### config.mk
export PLATFORM = sky130hd
export DESIGN_NAME = framed_command_packet_parser_top_flat
export DESIGN_NICKNAME = d
export VERILOG_FILES = /design/src/hdl/fcpp_pkg.sv /design/src/hdl/fcpp_if.sv /design/src/hdl/fcpp_cmd_queue.sv /design/src/hdl/fcpp_front.sv /design/src/hdl/fcpp_back.sv /design/src/hdl/framed_command_packet_parser_top.sv /design/src/flat_wrapper.sv
export VERILOG_INCLUDE_DIRS = /design/src /design/src/hdl
export SDC_FILE = /design/constraint.sdc
export NUM_CORES = 1
export LEC_CHECK = 0
export BUFFER_PORTS_ARGS = -buffer_cell sky130_fd_sc_hd__buf_2
export CAP_MARGIN = 5
export CELL_PAD_IN_SITES_DETAIL_PLACEMENT = 2
export CELL_PAD_IN_SITES_GLOBAL_PLACEMENT = 2
export CORE_MARGIN = 3
export CORE_UTILIZATION = 30
export CTS_CLUSTER_SIZE = 12
export DETAILED_ROUTE_END_ITERATION = 10
export GPL_TIMING_DRIVEN = 0
export PLACE_DENSITY_LB_ADDON = 0.2
export SYNTH_ARGS = -nofsm -noshare
export SYNTH_HDL_FRONTEND = slang
export SYNTH_SLANG_ARGS = --single-unit
### constraint.sdc
create_clock -name clk -period 2.7 [get_ports clk]
set_clock_uncertainty 0.15 [all_clocks]
set_input_delay 0.27 -clock clk [delete_from_list [all_inputs] [get_ports clk]]
set_output_delay 0.27 -clock clk [all_outputs]
set_load 0.005 [all_outputs]
### src/hdl/framed_command_packet_parser_top_assert.svh
// Assertion macros shared by the packet parser modules.
// Each macro samples on clk and is disabled while arst_n is low.
`ifndef FRAMED_COMMAND_PACKET_PARSER_TOP_ASSERT_SVH
`define FRAMED_COMMAND_PACKET_PARSER_TOP_ASSERT_SVH

// same-cycle implication
`define FCPP_ASSERT_IMP(lbl, ante, cons, msg) \
	lbl: assert property (@(posedge clk) disable iff (!arst_n) (ante) |-> (cons)) \
		else $error(msg);

// next-cycle implication
`define FCPP_ASSERT_NXT(lbl, ante, cons, msg) \
	lbl: assert property (@(posedge clk) disable iff (!arst_n) (ante) |=> (cons)) \
		else $error(msg);

`endif

### src/hdl/fcpp_pkg.sv
// Shared types and constants of the framed command packet parser.
// No dependencies; the interface and module files refer to it by scoped names.
package fcpp_pkg;

	localparam logic [7:0] SOF1 = 8'hAA;
	localparam logic [7:0] SOF2 = 8'h55;

	localparam logic [7:0] FN_01 = 8'h01;
	localparam logic [7:0] FN_03 = 8'h03;
	localparam logic [7:0] FN_05 = 8'h05;
	localparam logic [7:0] FN_07 = 8'h07;
	localparam logic [7:0] FN_11 = 8'h11;
	localparam logic [7:0] FN_13 = 8'h13;

	localparam int unsigned MAX_PAYLOAD_DEF = 32;
	localparam int unsigned LEN_W           = 5;
	localparam int unsigned STORE_DEPTH     = 32;
	localparam int unsigned BANKS           = 2;
	localparam int unsigned ADDR_W          = 6;
	localparam int unsigned QUEUE_DEPTH     = 2;

	localparam logic KIND_HEADER  = 1'b0;
	localparam logic KIND_PAYLOAD = 1'b1;

	// frame verdict passed from parser to emitter
	typedef struct packed {
		logic             ok;
		logic [7:0]       func;
		logic [LEN_W-1:0] len;
		logic             bank;
	} cmd_t;

	// payload store write port
	typedef struct packed {
		logic              en;
		logic [ADDR_W-1:0] addr;
		logic [7:0]        data;
	} wr_t;

	typedef struct packed {
		logic             kind;
		logic             frame_ok;
		logic [7:0]       func_code;
		logic [LEN_W-1:0] payload_length;
		logic [7:0]       payload_byte;
		logic             last;
	} res_t;

endpackage

### src/hdl/fcpp_if.sv
// Handshake channels of the packet parser: received bytes in, results out.
// Depends on fcpp_pkg for the length width.
interface fcpp_rx_if;
	logic       valid;
	logic       ready;
	logic [7:0] rx_byte;

	modport source (output valid, output rx_byte, input ready);
	modport sink (input valid, input rx_byte, output ready);
endinterface

interface fcpp_res_if;
	logic                          valid;
	logic                          ready;
	logic                          kind;
	logic                          frame_ok;
	logic [7:0]                    func_code;
	logic [fcpp_pkg::LEN_W-1:0]    payload_length;
	logic [7:0]                    payload_byte;
	logic                          last;

	modport source (output valid, output kind, output frame_ok, output func_code,
		output payload_length, output payload_byte, output last, input ready);
	modport sink (input valid, input kind, input frame_ok, input func_code,
		input payload_length, input payload_byte, input last, output ready);
endinterface

### src/hdl/fcpp_cmd_queue.sv
// Two-entry queue of frame verdicts between parser and emitter.
// Depends on fcpp_pkg and the assertion macro header.
`include "framed_command_packet_parser_top_assert.svh"

module fcpp_cmd_queue (
	input  logic                          clk,
	input  logic                          arst_n,
	input  logic                          push,
	input  fcpp_pkg::cmd_t                push_cmd,
	output logic                          full,
	input  logic                          pop,
	output fcpp_pkg::cmd_t                head,
	output logic                          head_valid,
	output logic [fcpp_pkg::BANKS-1:0]    bank_busy
);

	localparam logic [1:0] CNT_FULL = 2'(fcpp_pkg::QUEUE_DEPTH);

	fcpp_pkg::cmd_t ent_q [fcpp_pkg::QUEUE_DEPTH];
	logic           wp_q;
	logic           rp_q;
	logic [1:0]     cnt_q;

	assign full       = (cnt_q == CNT_FULL);
	assign head_valid = (cnt_q != 2'd0);
	assign head       = ent_q[rp_q];

	// a bank stays busy while a queued good frame with payload still points at it
	always_comb begin
		bank_busy = '0;
		for (int i = 0; i < int'(fcpp_pkg::QUEUE_DEPTH); i++) begin
			if ((cnt_q == CNT_FULL || (cnt_q == 2'd1 && rp_q == 1'(i))) &&
				ent_q[i].ok && ent_q[i].len != '0) begin
				bank_busy[ent_q[i].bank] = 1'b1;
			end
		end
	end

	always_ff @(posedge clk) begin
		if (push) begin
			ent_q[wp_q] <= push_cmd;
		end
	end

	always_ff @(posedge clk or negedge arst_n) begin
		if (!arst_n) begin
			wp_q  <= 1'b0;
			rp_q  <= 1'b0;
			cnt_q <= 2'd0;
		end else begin
			if (push) begin
				wp_q <= ~wp_q;
			end
			if (pop) begin
				rp_q <= ~rp_q;
			end
			case ({push, pop})
				2'b10:   cnt_q <= cnt_q + 2'd1;
				2'b01:   cnt_q <= cnt_q - 2'd1;
				default: cnt_q <= cnt_q;
			endcase
		end
	end

	`FCPP_ASSERT_IMP(a_q_no_overflow, push, cnt_q != CNT_FULL, "verdict queue overflow")
	`FCPP_ASSERT_IMP(a_q_no_underflow, pop, cnt_q != 2'd0, "verdict queue underflow")
	`FCPP_ASSERT_NXT(a_q_count_up, push && !pop, cnt_q == $past(cnt_q) + 2'd1,
		"queue count did not advance on push")

endmodule

### src/hdl/fcpp_front.sv
// Byte parser: walks the frame format, checks the sum, stores payload words.
// Depends on fcpp_pkg and the fcpp_rx_if channel.
module fcpp_front #(
	parameter int unsigned MAX_PAYLOAD = fcpp_pkg::MAX_PAYLOAD_DEF
) (
	input  logic                          clk,
	input  logic                          arst_n,
	fcpp_rx_if.sink                       rx,
	input  logic                          q_full,
	input  logic [fcpp_pkg::BANKS-1:0]    bank_busy,
	output logic                          push,
	output fcpp_pkg::cmd_t                push_cmd,
	output fcpp_pkg::wr_t                 wr
);

	typedef enum logic [2:0] {
		PH_START1,
		PH_START2,
		PH_FUNC,
		PH_LEN,
		PH_DATA,
		PH_CHECK
	} phase_t;

	localparam logic [7:0] MAX_LEN_B  = 8'(MAX_PAYLOAD);
	localparam logic [7:0] STORE_LIM  = 8'(fcpp_pkg::STORE_DEPTH);

	phase_t                       phase_q;
	logic [7:0]                   func_q;
	logic [fcpp_pkg::LEN_W-1:0]   len_q;
	logic [fcpp_pkg::LEN_W-1:0]   cnt_q;
	logic [7:0]                   sum_q;
	logic                         bank_q;
	logic                         take;
	logic                         stall;
	logic [7:0]                   b;
	logic                         sum_ok;

	assign b      = rx.rx_byte;
	assign stall  = ((phase_q == PH_DATA) && bank_busy[bank_q]) ||
		((phase_q == PH_CHECK) && q_full);
	assign rx.ready = !stall;
	assign take   = rx.valid && !stall;
	assign sum_ok = (~sum_q == b);

	assign push     = take && (phase_q == PH_CHECK);
	assign push_cmd = '{ok: sum_ok, func: func_q, len: len_q, bank: bank_q};

	assign wr.en   = take && (phase_q == PH_DATA);
	assign wr.addr = {bank_q, cnt_q};
	assign wr.data = b;

	always_ff @(posedge clk or negedge arst_n) begin
		if (!arst_n) begin
			phase_q <= PH_START1;
			func_q  <= '0;
			len_q   <= '0;
			cnt_q   <= '0;
			sum_q   <= '0;
			bank_q  <= 1'b0;
		end else if (take) begin
			case (phase_q)
				PH_START2: begin
					phase_q <= (b == fcpp_pkg::SOF2) ? PH_FUNC : PH_START1;
				end
				PH_FUNC: begin
					if (b inside {fcpp_pkg::FN_01, fcpp_pkg::FN_03, fcpp_pkg::FN_05,
						fcpp_pkg::FN_07, fcpp_pkg::FN_11, fcpp_pkg::FN_13}) begin
						func_q  <= b;
						sum_q   <= b;
						phase_q <= PH_LEN;
					end else begin
						phase_q <= PH_START1;
					end
				end
				PH_LEN: begin
					// oversize length: drop and treat this word as a fresh start byte
					if (b >= MAX_LEN_B || b >= STORE_LIM) begin
						phase_q <= (b == fcpp_pkg::SOF1) ? PH_START2 : PH_START1;
					end else begin
						len_q   <= b[fcpp_pkg::LEN_W-1:0];
						sum_q   <= sum_q + b;
						cnt_q   <= '0;
						phase_q <= (b == 8'd0) ? PH_CHECK : PH_DATA;
					end
				end
				PH_DATA: begin
					sum_q <= sum_q + b;
					cnt_q <= cnt_q + 1'b1;
					if (cnt_q + 1'b1 == len_q) begin
						phase_q <= PH_CHECK;
					end
				end
				PH_CHECK: begin
					// a good frame with payload hands its bank to the emitter
					if (sum_ok && len_q != '0) begin
						bank_q <= ~bank_q;
					end
					func_q  <= '0;
					len_q   <= '0;
					cnt_q   <= '0;
					sum_q   <= '0;
					phase_q <= PH_START1;
				end
				default: begin
					phase_q <= (b == fcpp_pkg::SOF1) ? PH_START2 : PH_START1;
				end
			endcase
		end
	end

endmodule

### src/hdl/fcpp_back.sv
// Result emitter: turns queued verdicts into header and payload results.
// Holds the two-bank payload store; depends on fcpp_pkg, fcpp_res_if, macros.
`include "framed_command_packet_parser_top_assert.svh"

module fcpp_back (
	input  logic            clk,
	input  logic            arst_n,
	input  fcpp_pkg::wr_t   wr,
	input  fcpp_pkg::cmd_t  head,
	input  logic            head_valid,
	output logic            pop,
	fcpp_res_if.source      res
);

	typedef enum logic [1:0] {
		S_IDLE,
		S_SEND,
		S_LOAD
	} state_t;

	localparam int unsigned MEM_DEPTH = fcpp_pkg::BANKS * fcpp_pkg::STORE_DEPTH;

	logic [7:0]                  mem [MEM_DEPTH];
	logic [7:0]                  rd_q;
	state_t                      state_q;
	logic [fcpp_pkg::LEN_W-1:0]  idx_q;
	fcpp_pkg::res_t              out_q;
	logic                        taken;

	assign taken = (state_q == S_SEND) && res.ready;
	assign pop   = taken && out_q.last;

	assign res.valid          = (state_q == S_SEND);
	assign res.kind           = out_q.kind;
	assign res.frame_ok       = out_q.frame_ok;
	assign res.func_code      = out_q.func_code;
	assign res.payload_length = out_q.payload_length;
	assign res.payload_byte   = out_q.payload_byte;
	assign res.last           = out_q.last;

	always_ff @(posedge clk) begin
		if (wr.en) begin
			mem[wr.addr] <= wr.data;
		end
		rd_q <= mem[{head.bank, idx_q}];
	end

	always_ff @(posedge clk or negedge arst_n) begin
		if (!arst_n) begin
			state_q <= S_IDLE;
			idx_q   <= '0;
			out_q   <= '0;
		end else begin
			case (state_q)
				S_IDLE: begin
					if (head_valid) begin
						out_q.kind           <= fcpp_pkg::KIND_HEADER;
						out_q.frame_ok       <= head.ok;
						out_q.func_code      <= head.func;
						out_q.payload_length <= head.len;
						out_q.payload_byte   <= 8'd0;
						out_q.last           <= !head.ok || (head.len == '0);
						idx_q                <= '0;
						state_q              <= S_SEND;
					end
				end
				S_SEND: begin
					if (taken) begin
						// read word idx_q is captured on this edge
						state_q <= out_q.last ? S_IDLE : S_LOAD;
					end
				end
				S_LOAD: begin
					out_q.kind         <= fcpp_pkg::KIND_PAYLOAD;
					out_q.payload_byte <= rd_q;
					out_q.last         <= (idx_q + 1'b1 == head.len);
					idx_q              <= idx_q + 1'b1;
					state_q            <= S_SEND;
				end
				default: begin
					state_q <= S_IDLE;
				end
			endcase
		end
	end

	`FCPP_ASSERT_IMP(a_load_needs_payload, state_q == S_LOAD,
		head_valid && head.ok && head.len != '0, "payload fetch without a good frame")
	`FCPP_ASSERT_IMP(a_no_write_to_read_bank,
		wr.en && head_valid && head.ok && head.len != '0 && state_q != S_IDLE,
		wr.addr[fcpp_pkg::ADDR_W-1] != head.bank, "parser wrote the bank being emitted")
	`FCPP_ASSERT_IMP(a_payload_index_bound,
		state_q == S_SEND && out_q.kind == fcpp_pkg::KIND_PAYLOAD,
		idx_q != '0 && idx_q <= head.len, "payload index outside frame length")

endmodule

### src/hdl/framed_command_packet_parser_top.sv
// The header result is registered from the queue head once the checksum word is taken.
// One received word is taken per cycle while not stalled; the registered read of the
// payload store feeds the output register, one payload result at a time.
// The parser stalls only when both payload banks or both verdict slots are in use.
// Reset (arst_n low, asynchronous) clears all control state; the payload store is
// not cleared and needs no clearing pass.
module framed_command_packet_parser_top #(
	parameter int unsigned MAX_PAYLOAD = fcpp_pkg::MAX_PAYLOAD_DEF
) (
	input  logic        clk,
	input  logic        arst_n,
	fcpp_rx_if.sink     rx_ch,
	fcpp_res_if.source  res_ch
);

	logic                              push;
	logic                              pop;
	logic                              q_full;
	logic                              head_valid;
	logic [fcpp_pkg::BANKS-1:0]        bank_busy;
	fcpp_pkg::cmd_t                    push_cmd;
	fcpp_pkg::cmd_t                    head;
	fcpp_pkg::wr_t                     wr;

	fcpp_front #(
		.MAX_PAYLOAD(MAX_PAYLOAD)
	) u_front (
		.clk       (clk),
		.arst_n    (arst_n),
		.rx        (rx_ch),
		.q_full    (q_full),
		.bank_busy (bank_busy),
		.push      (push),
		.push_cmd  (push_cmd),
		.wr        (wr)
	);

	fcpp_cmd_queue u_queue (
		.clk        (clk),
		.arst_n     (arst_n),
		.push       (push),
		.push_cmd   (push_cmd),
		.full       (q_full),
		.pop        (pop),
		.head       (head),
		.head_valid (head_valid),
		.bank_busy  (bank_busy)
	);

	fcpp_back u_back (
		.clk        (clk),
		.arst_n     (arst_n),
		.wr         (wr),
		.head       (head),
		.head_valid (head_valid),
		.pop        (pop),
		.res        (res_ch)
	);

endmodule
### src/flat_wrapper.sv
// flat-port wrapper written by rule: the top's interface ports become plain ports
module framed_command_packet_parser_top_flat 
#(
	parameter int unsigned MAX_PAYLOAD = fcpp_pkg::MAX_PAYLOAD_DEF
)
  (clk, arst_n, rx_ch_valid, rx_ch_rx_byte, rx_ch_ready, res_ch_valid, res_ch_kind, res_ch_frame_ok, res_ch_func_code, res_ch_payload_length, res_ch_payload_byte, res_ch_last, res_ch_ready);
  fcpp_rx_if rx_ch_i ();
  fcpp_res_if res_ch_i ();
  input  logic clk;
  input  logic arst_n;
  input wire logic [$bits(rx_ch_i.valid)-1:0] rx_ch_valid;
  input wire logic [$bits(rx_ch_i.rx_byte)-1:0] rx_ch_rx_byte;
  output wire logic [$bits(rx_ch_i.ready)-1:0] rx_ch_ready;
  output wire logic [$bits(res_ch_i.valid)-1:0] res_ch_valid;
  output wire logic [$bits(res_ch_i.kind)-1:0] res_ch_kind;
  output wire logic [$bits(res_ch_i.frame_ok)-1:0] res_ch_frame_ok;
  output wire logic [$bits(res_ch_i.func_code)-1:0] res_ch_func_code;
  output wire logic [$bits(res_ch_i.payload_length)-1:0] res_ch_payload_length;
  output wire logic [$bits(res_ch_i.payload_byte)-1:0] res_ch_payload_byte;
  output wire logic [$bits(res_ch_i.last)-1:0] res_ch_last;
  input wire logic [$bits(res_ch_i.ready)-1:0] res_ch_ready;
  assign rx_ch_i.valid = rx_ch_valid;
  assign rx_ch_i.rx_byte = rx_ch_rx_byte;
  assign rx_ch_ready = rx_ch_i.ready;
  assign res_ch_valid = res_ch_i.valid;
  assign res_ch_kind = res_ch_i.kind;
  assign res_ch_frame_ok = res_ch_i.frame_ok;
  assign res_ch_func_code = res_ch_i.func_code;
  assign res_ch_payload_length = res_ch_i.payload_length;
  assign res_ch_payload_byte = res_ch_i.payload_byte;
  assign res_ch_last = res_ch_i.last;
  assign res_ch_i.ready = res_ch_ready;
  framed_command_packet_parser_top #(.MAX_PAYLOAD(MAX_PAYLOAD)) u_core (.clk(clk), .arst_n(arst_n), .rx_ch(rx_ch_i), .res_ch(res_ch_i));
endmodule
# Word-level counts from Yosys, hierarchy flattened
# Memories as Yosys holds them, arrays and structs flattened. A register that Yosys moved wholly into a read port is not among the register bits.
# Cells that the tools add are included.
# word_totals
output_inout_bits	26
ram_bits	542
inputBits	12
ff_bits	65
memories	2
wordCells	144
# memory_table
name	depth	width	rd	rd_clocked_by_memory_dff	wr	line_no	rtl
u_core.u_back.mem	64	8	1	1	1	fcpp_back.sv:23	logic [7:0] mem [MEM_DEPTH];
u_core.u_queue.ent_q	2	15	3	0	1	fcpp_cmd_queue.sv:19	fcpp_pkg::cmd_t ent_q [fcpp_pkg::QUEUE_DEPTH];
# classes
add_sub_neg	5
n_eq_ne	27
bitwise_logic	5
n_lt_le_gt_ge	6
reduce_logical	45
n_mux	37
# ops
cell	count
$pmux W8 S4	1
$mux W24	1
$pmux W5 S2	2
$pmux W9 S2	1
$eq A8 B3 Y1 const B	2
$eq A8 B5 Y1 const B	2
$logic_and A1 B1 Y1	16
$mux W8	2
$pmux W8 S2	1
$mux W5	3
$pmux W3 S5	1
$pmux W5 S3	1
$reduce_bool A5 Y1	3
$mux W2	7
$reduce_and A3 Y1	4
$add A5 B1 Y5 const B	2
$eq A5 B5 Y1	2
$mux W1	10
$reduce_bool A2 Y1	5
$add A8 B8 Y8	1
$eq A8 B1 Y1 const B	1
$eq A8 B2 Y1 const B	1
$eq A8 B7 Y1 const B	1
$eq A8 B8 Y1	1
31 further kinds	54

# Logic depth before layout (Yosys ltp)
# logic_depth
word_depth	17
mapped_depth	11
depth_no_buf	9

# By module
# From an unflattened synthesis, not the netlist that was laid out.
# hier_totals
cells_unflattened	1342
hier_area_um2	24888.9
# modules_own_cells
module	area_per_inst_um2	cells_each	seq_area_each_um2	n_inst
fcpp_back	21445.6	1037	16310.6	1
fcpp_front	2060.7	226	750.7	1
fcpp_cmd_queue	1382.6	79	1001.0	1

# Worst setup path before layout
# OpenSTA, ideal clock, no wires.
# synth_path
path_type	register to register
from	memory u_core.u_queue.ent_q[1][5] (netlist name)
to	memory u_core.u_back.mem[1][0], enable pin
setup_ns	0.370
path_slack_ns	-0.034
synth_period_minus_slack_ns	2.734
arrival_ns	2.214
stages_incl_launch_ff	7
t_required_ns	2.180
path_buffers	0
path_cell_list	edfxtp_1 -> or4_1 -> o21ai_1 -> o22ai_2 -> nor4_4 -> nand2_1 -> nor2_1
# synth_lines
element	line_no
start, declared	fcpp_cmd_queue.sv:19
end, declared	fcpp_back.sv:23

# Worst setup path after layout
# layout_path
from	register u_core.u_front.phase_q[1]
to	output port rx_ch_ready
# layout_via
elab_chain_len	4
# layout_lines
element	line_no	rtl
start, declared	fcpp_front.sv:28	phase_t phase_q;
start signal, assigned	fcpp_front.sv:64	phase_q <= (b == fcpp_pkg::SOF2) ? PH_FUNC : PH_START1;
start signal, assigned	fcpp_front.sv:79	phase_q <= (b == fcpp_pkg::SOF1) ? PH_START2 : PH_START1;
start signal, assigned	fcpp_front.sv:84	phase_q <= (b == 8'd0) ? PH_CHECK : PH_DATA;
$eq A3 B3 Y1, on equally long branches	fcpp_front.sv:40, fcpp_front.sv:41	
$logic_and A1 B1 Y1, on equally long branches	fcpp_front.sv:40, fcpp_front.sv:41	
$logic_or A1 B1 Y1 *	fcpp_front.sv:40	assign stall = ((phase_q == PH_DATA) && bank_busy[bank_q]) ||
$logic_not A1 Y1 *	fcpp_front.sv:42	assign rx.ready = !stall;
end, declared	flat_wrapper.sv:13	output wire logic [$bits(rx_ch_i.ready)-1:0] rx_ch_ready;
# Every way passes the cells marked *; elsewhere a longest branch is shown, timed or not.

==> results.py <==
metrics = {
    "run_status": {
        "status": "finished with violations",
        "violations": "negative setup slack",
    },
    "synthesis": {
        "syn_inst": 1285,
        "yosysWarnings": 0,
        "synth.yosys.seq_area_share": 0.734,
        "yosysTopAreaCellShare": 0.662,
        "synth_edf_count": 542,
        "synthesis.area_um2": 24600,
        "ys.flop_type": "edfxtp_1",
        "synth_cell_types": 66,
        "synthTopCellsByCount": "edfxtp_1 (542), mux4_2 (145), nor2_1 (101)",
        "synth_area_leader_cell": "edfxtp_1",
        "syn_area_per_cell_um2": 19.1,
        "synth_area_leaders": "edfxtp_1 (66%), mux4_2 (13%), dfrtp_1 (6.6%), mux2i_1 (1.7%), nor2_1 (1.5%)",
        "ys_ff_latch": 615,
        "syn-num-nets": 1312,
        "async_flop_share": 0.106,
        "yosysMostFrequentCell": "edfxtp_1",
    },
    "power": {
        "ir_worst_vdd_uv": 372,
        "power_density_nw_per_um2": 802,
        "p_leak_nw": 10.0,
    },
    "setup_path": {
        "r2r_cells": 8,
        "r2r_start": "u_core.u_queue.ent_q[0][3]",
        "startpoint_type": "register",
        "r2r_setup_slack_ns": -0.01,
        "cpPeakStageDelay_ns": 0.43,
        "arrival_ns": 2.32,
        "cpMaxStageDelayCell": "dfrtp_2",
        "r2r_end": "u_core.u_back.mem[6][4]",
        "path_class": "reg2out",
        "worstSetupEndpointType": "primary output",
        "crit_chain": "or3b_4 > or3_4 > o22ai_4 > a21oi_2 > buf_2",
        "cp_max_fo": 5,
        "required_ns": 2.28,
    },
    "run": {
        "drv_cap": 0,
    },
    "grt": {
        "antenna_found_initial": 2,
        "grt_pass1_vias": 14661,
        "gr-total-overflow": 0,
        "grt_max_degree": 72,
        "grt_usage": 0.171,
        "grt_pass1_wl_um": 106000,
    },
    "placed_design": {
        "place_congestion": 0.750,
        "pre_cts_slack_ns": -1.12,
        "portBuffers": 37,
        "hpwl_um": 44900,
    },
    "sta": {
        "relSlewSlack": 0.151,
        "period_minus_slack_ns": 2.74,
        "tightest_slew_ns": 1.27,
        "maxSlewViolCount": 0,
        "tns_ns": -0.104,
        "min_period_over_period": 1.01,
        "rsz0062_at_grt": "yes",
        "setup_viol": 12,
        "layout_setup_ws_ns": -0.0356,
        "whs_ns": 0.0715,
        "finalHoldViolations": 0,
        "max_freq_ghz": 0.366,
    },
    "floorplan": {
        "core_um2": 80900,
        "initial_core_util": 0.304,
        "io_pins": 38,
        "die_h_um": 292,
        "rows": 104,
        "fp.dieW_um": 292,
        "die-area_um2": 85500,
    },
    "cts": {
        "cts-buffers-inserted": 72,
        "htree_num_levels": 3,
        "insertion_delay_ns": 0.61,
        "cts_tree": "done",
        "clk_pin_slew_ns": 0.06,
        "clockBufferDepth": 3,
        "cts_sinks": 615,
        "root_buffer": "clkbuf_16",
    },
    "detailed_routing": {
        "dr.pass1.iters": 6,
        "ant_nets": 0,
        "routed_wl_um": 72500,
        "routedWlPerCell_um": 27.6,
        "via_per_inst": 5.02,
        "drt_iter0_markers": 904,
        "vias": 13193,
        "drc": 0,
    },
    "layout": {
        "nNetsFinal": 1537,
        "area_delta_synth_final_pct": 26.5,
        "antenna_cells": 0,
        "drive_above_1_share": 0.357,
        "post-route-util": 0.384,
        "fill_cells": 7737,
        "seqCellArea_um2": 18100,
        "multi_input_area_um2": 6930,
    },
    "worst_hold_path": {
        "hp-class": "in2async",
    },
}
[kinds of logic (layout without fill, tap and decap cells)]
group | Yosys count | after routing | synth area share
compound gates | 130 | 130 | 0.0365
xor+xnor | 26 | 26 | 0.00926
fa+ha+maj | 15 | 15 | 0.00793
buf+inv | 75 | 357 | 0.0136
flops | 615 | 615 | 0.734
mux | 188 | 188 | 0.150
simple gates | 236 | 236 | 0.0482
[repair_timing]
| item | 4_1_cts | 5_1_grt |
|---|---|---|
| hold endpoints to repair | 69 | 0 |
| setup buffers | 98 | 11 |
| pin swaps | 73 | 51 |
| gates resized for setup | 223 | 76 |
| gates cloned | 0 | 1 |
| endpoints found under the setup margin | 547 | 559 |
| hold buffers | 4 | 0 |
[cell usage in the layout (no fill, tap or decap), drive strengths merged, types with 8 or more instances in the layout]
cell,n
edfxtp,542
buf,181
mux4,145
clkbuf,133
nor2,102
dfrtp,65
nand2,45
mux2i,43
a21oi,32
o21ai,23
clkinv,22
a22o,19
o22ai,17
nand3,17
xnor2,15
ha,14
xor2,11
inv,11
nor3,11
o211ai,10
and2,10
nor2b,9
dfxtp,8
and3,8
[final cells by class]
class                   instances  share of cell area
multi-input cells             595               0.223
inverters                      10             0.00121
well taps                    1060              0.0426
flip-flops and latches        615               0.581
repair buffers                156              0.0615
clock buffers                 102              0.0662
clock inverters                29             0.00989
plain buffers                  60              0.0153
[registers in the layout (all words and copies together), names as in the netlist, 2 cells and up]
name                              flops
u_core.u_queue.cnt_q                  2
u_core.u_front.cnt_q                  5
u_core.u_back.idx_q                   5
u_core.u_back.res.payload_byte        8
u_core.u_back.res.payload_length      5
u_core.u_front.sum_q                  8
u_core.u_back.res.func_code           8
u_core.u_queue.ent_q                 30
u_core.u_front.len_q                  5
u_core.u_back.rd_q                    8
u_core.u_front.phase_q                3
u_core.u_back.state_q                 2
u_core.u_back.mem                   512
u_core.u_front.func_q                 8
[metal layers]
metal	vias to the layer above	GRT usage	share of wire
li1	5690	-	-
met5	-	0	0
met3	90	0.0249	0.043
met2	265	0.287	0.50
met1	7148	0.232	0.43
met4	0	0.0498	0.020
[power breakdown]
group,internal (mW),switching (mW)
registers,10.6,0.200
clock network,5.89,3.89
logic,1.98,2.37
[critical path, delay by kind of cell (launching register included)]
kind / cells / cell delay (ns)
simple gates: 2 / 0.83
buf+inv: 1 / 0.14
compound gates: 2 / 0.32
flops: 1 / 0.43
[metrics by stage]
| step | instance area (um^2) | std cells | power [mW] |
|---|---|---|---|
| 6_report | 31100 | 2627 | 24.9 |
| 4_1_cts | 30700 | 2615 | 25.2 |
| 2_1_floorplan | 24600 | 1285 | 13.5 |
| 3_3_place_gp | 26100 | 2382 | 15.0 |
| 5_1_grt | 31100 | 2627 | 26.0 |
| 3_5_place_dp | 26200 | 2385 | 15.1 |
[how the worst max path moves through the flow]
stage | cells past startpoint | end | slack (ns) | startpoint
after global routing | 5 | rx_ch_ready | -0.14 | u_core.u_front.phase_q[1]
after CTS | 6 | rx_ch_ready | -0.14 | u_core.u_front.phase_q[0]
after floorplan | 6 | u_core.u_back.mem[1][0] | -0.03 | u_core.u_queue.ent_q[1][5]
after global placement | 6 | u_core.u_back.mem[2][4] | -1.04 | u_core.u_queue.ent_q[1][5]
final | 5 | rx_ch_ready | -0.04 | u_core.u_front.phase_q[1]
after detailed placement | 6 | u_core.u_back.mem[2][0] | -1.12 | u_core.u_queue.ent_q[1][5]
(Power assumes the default switching activity.)
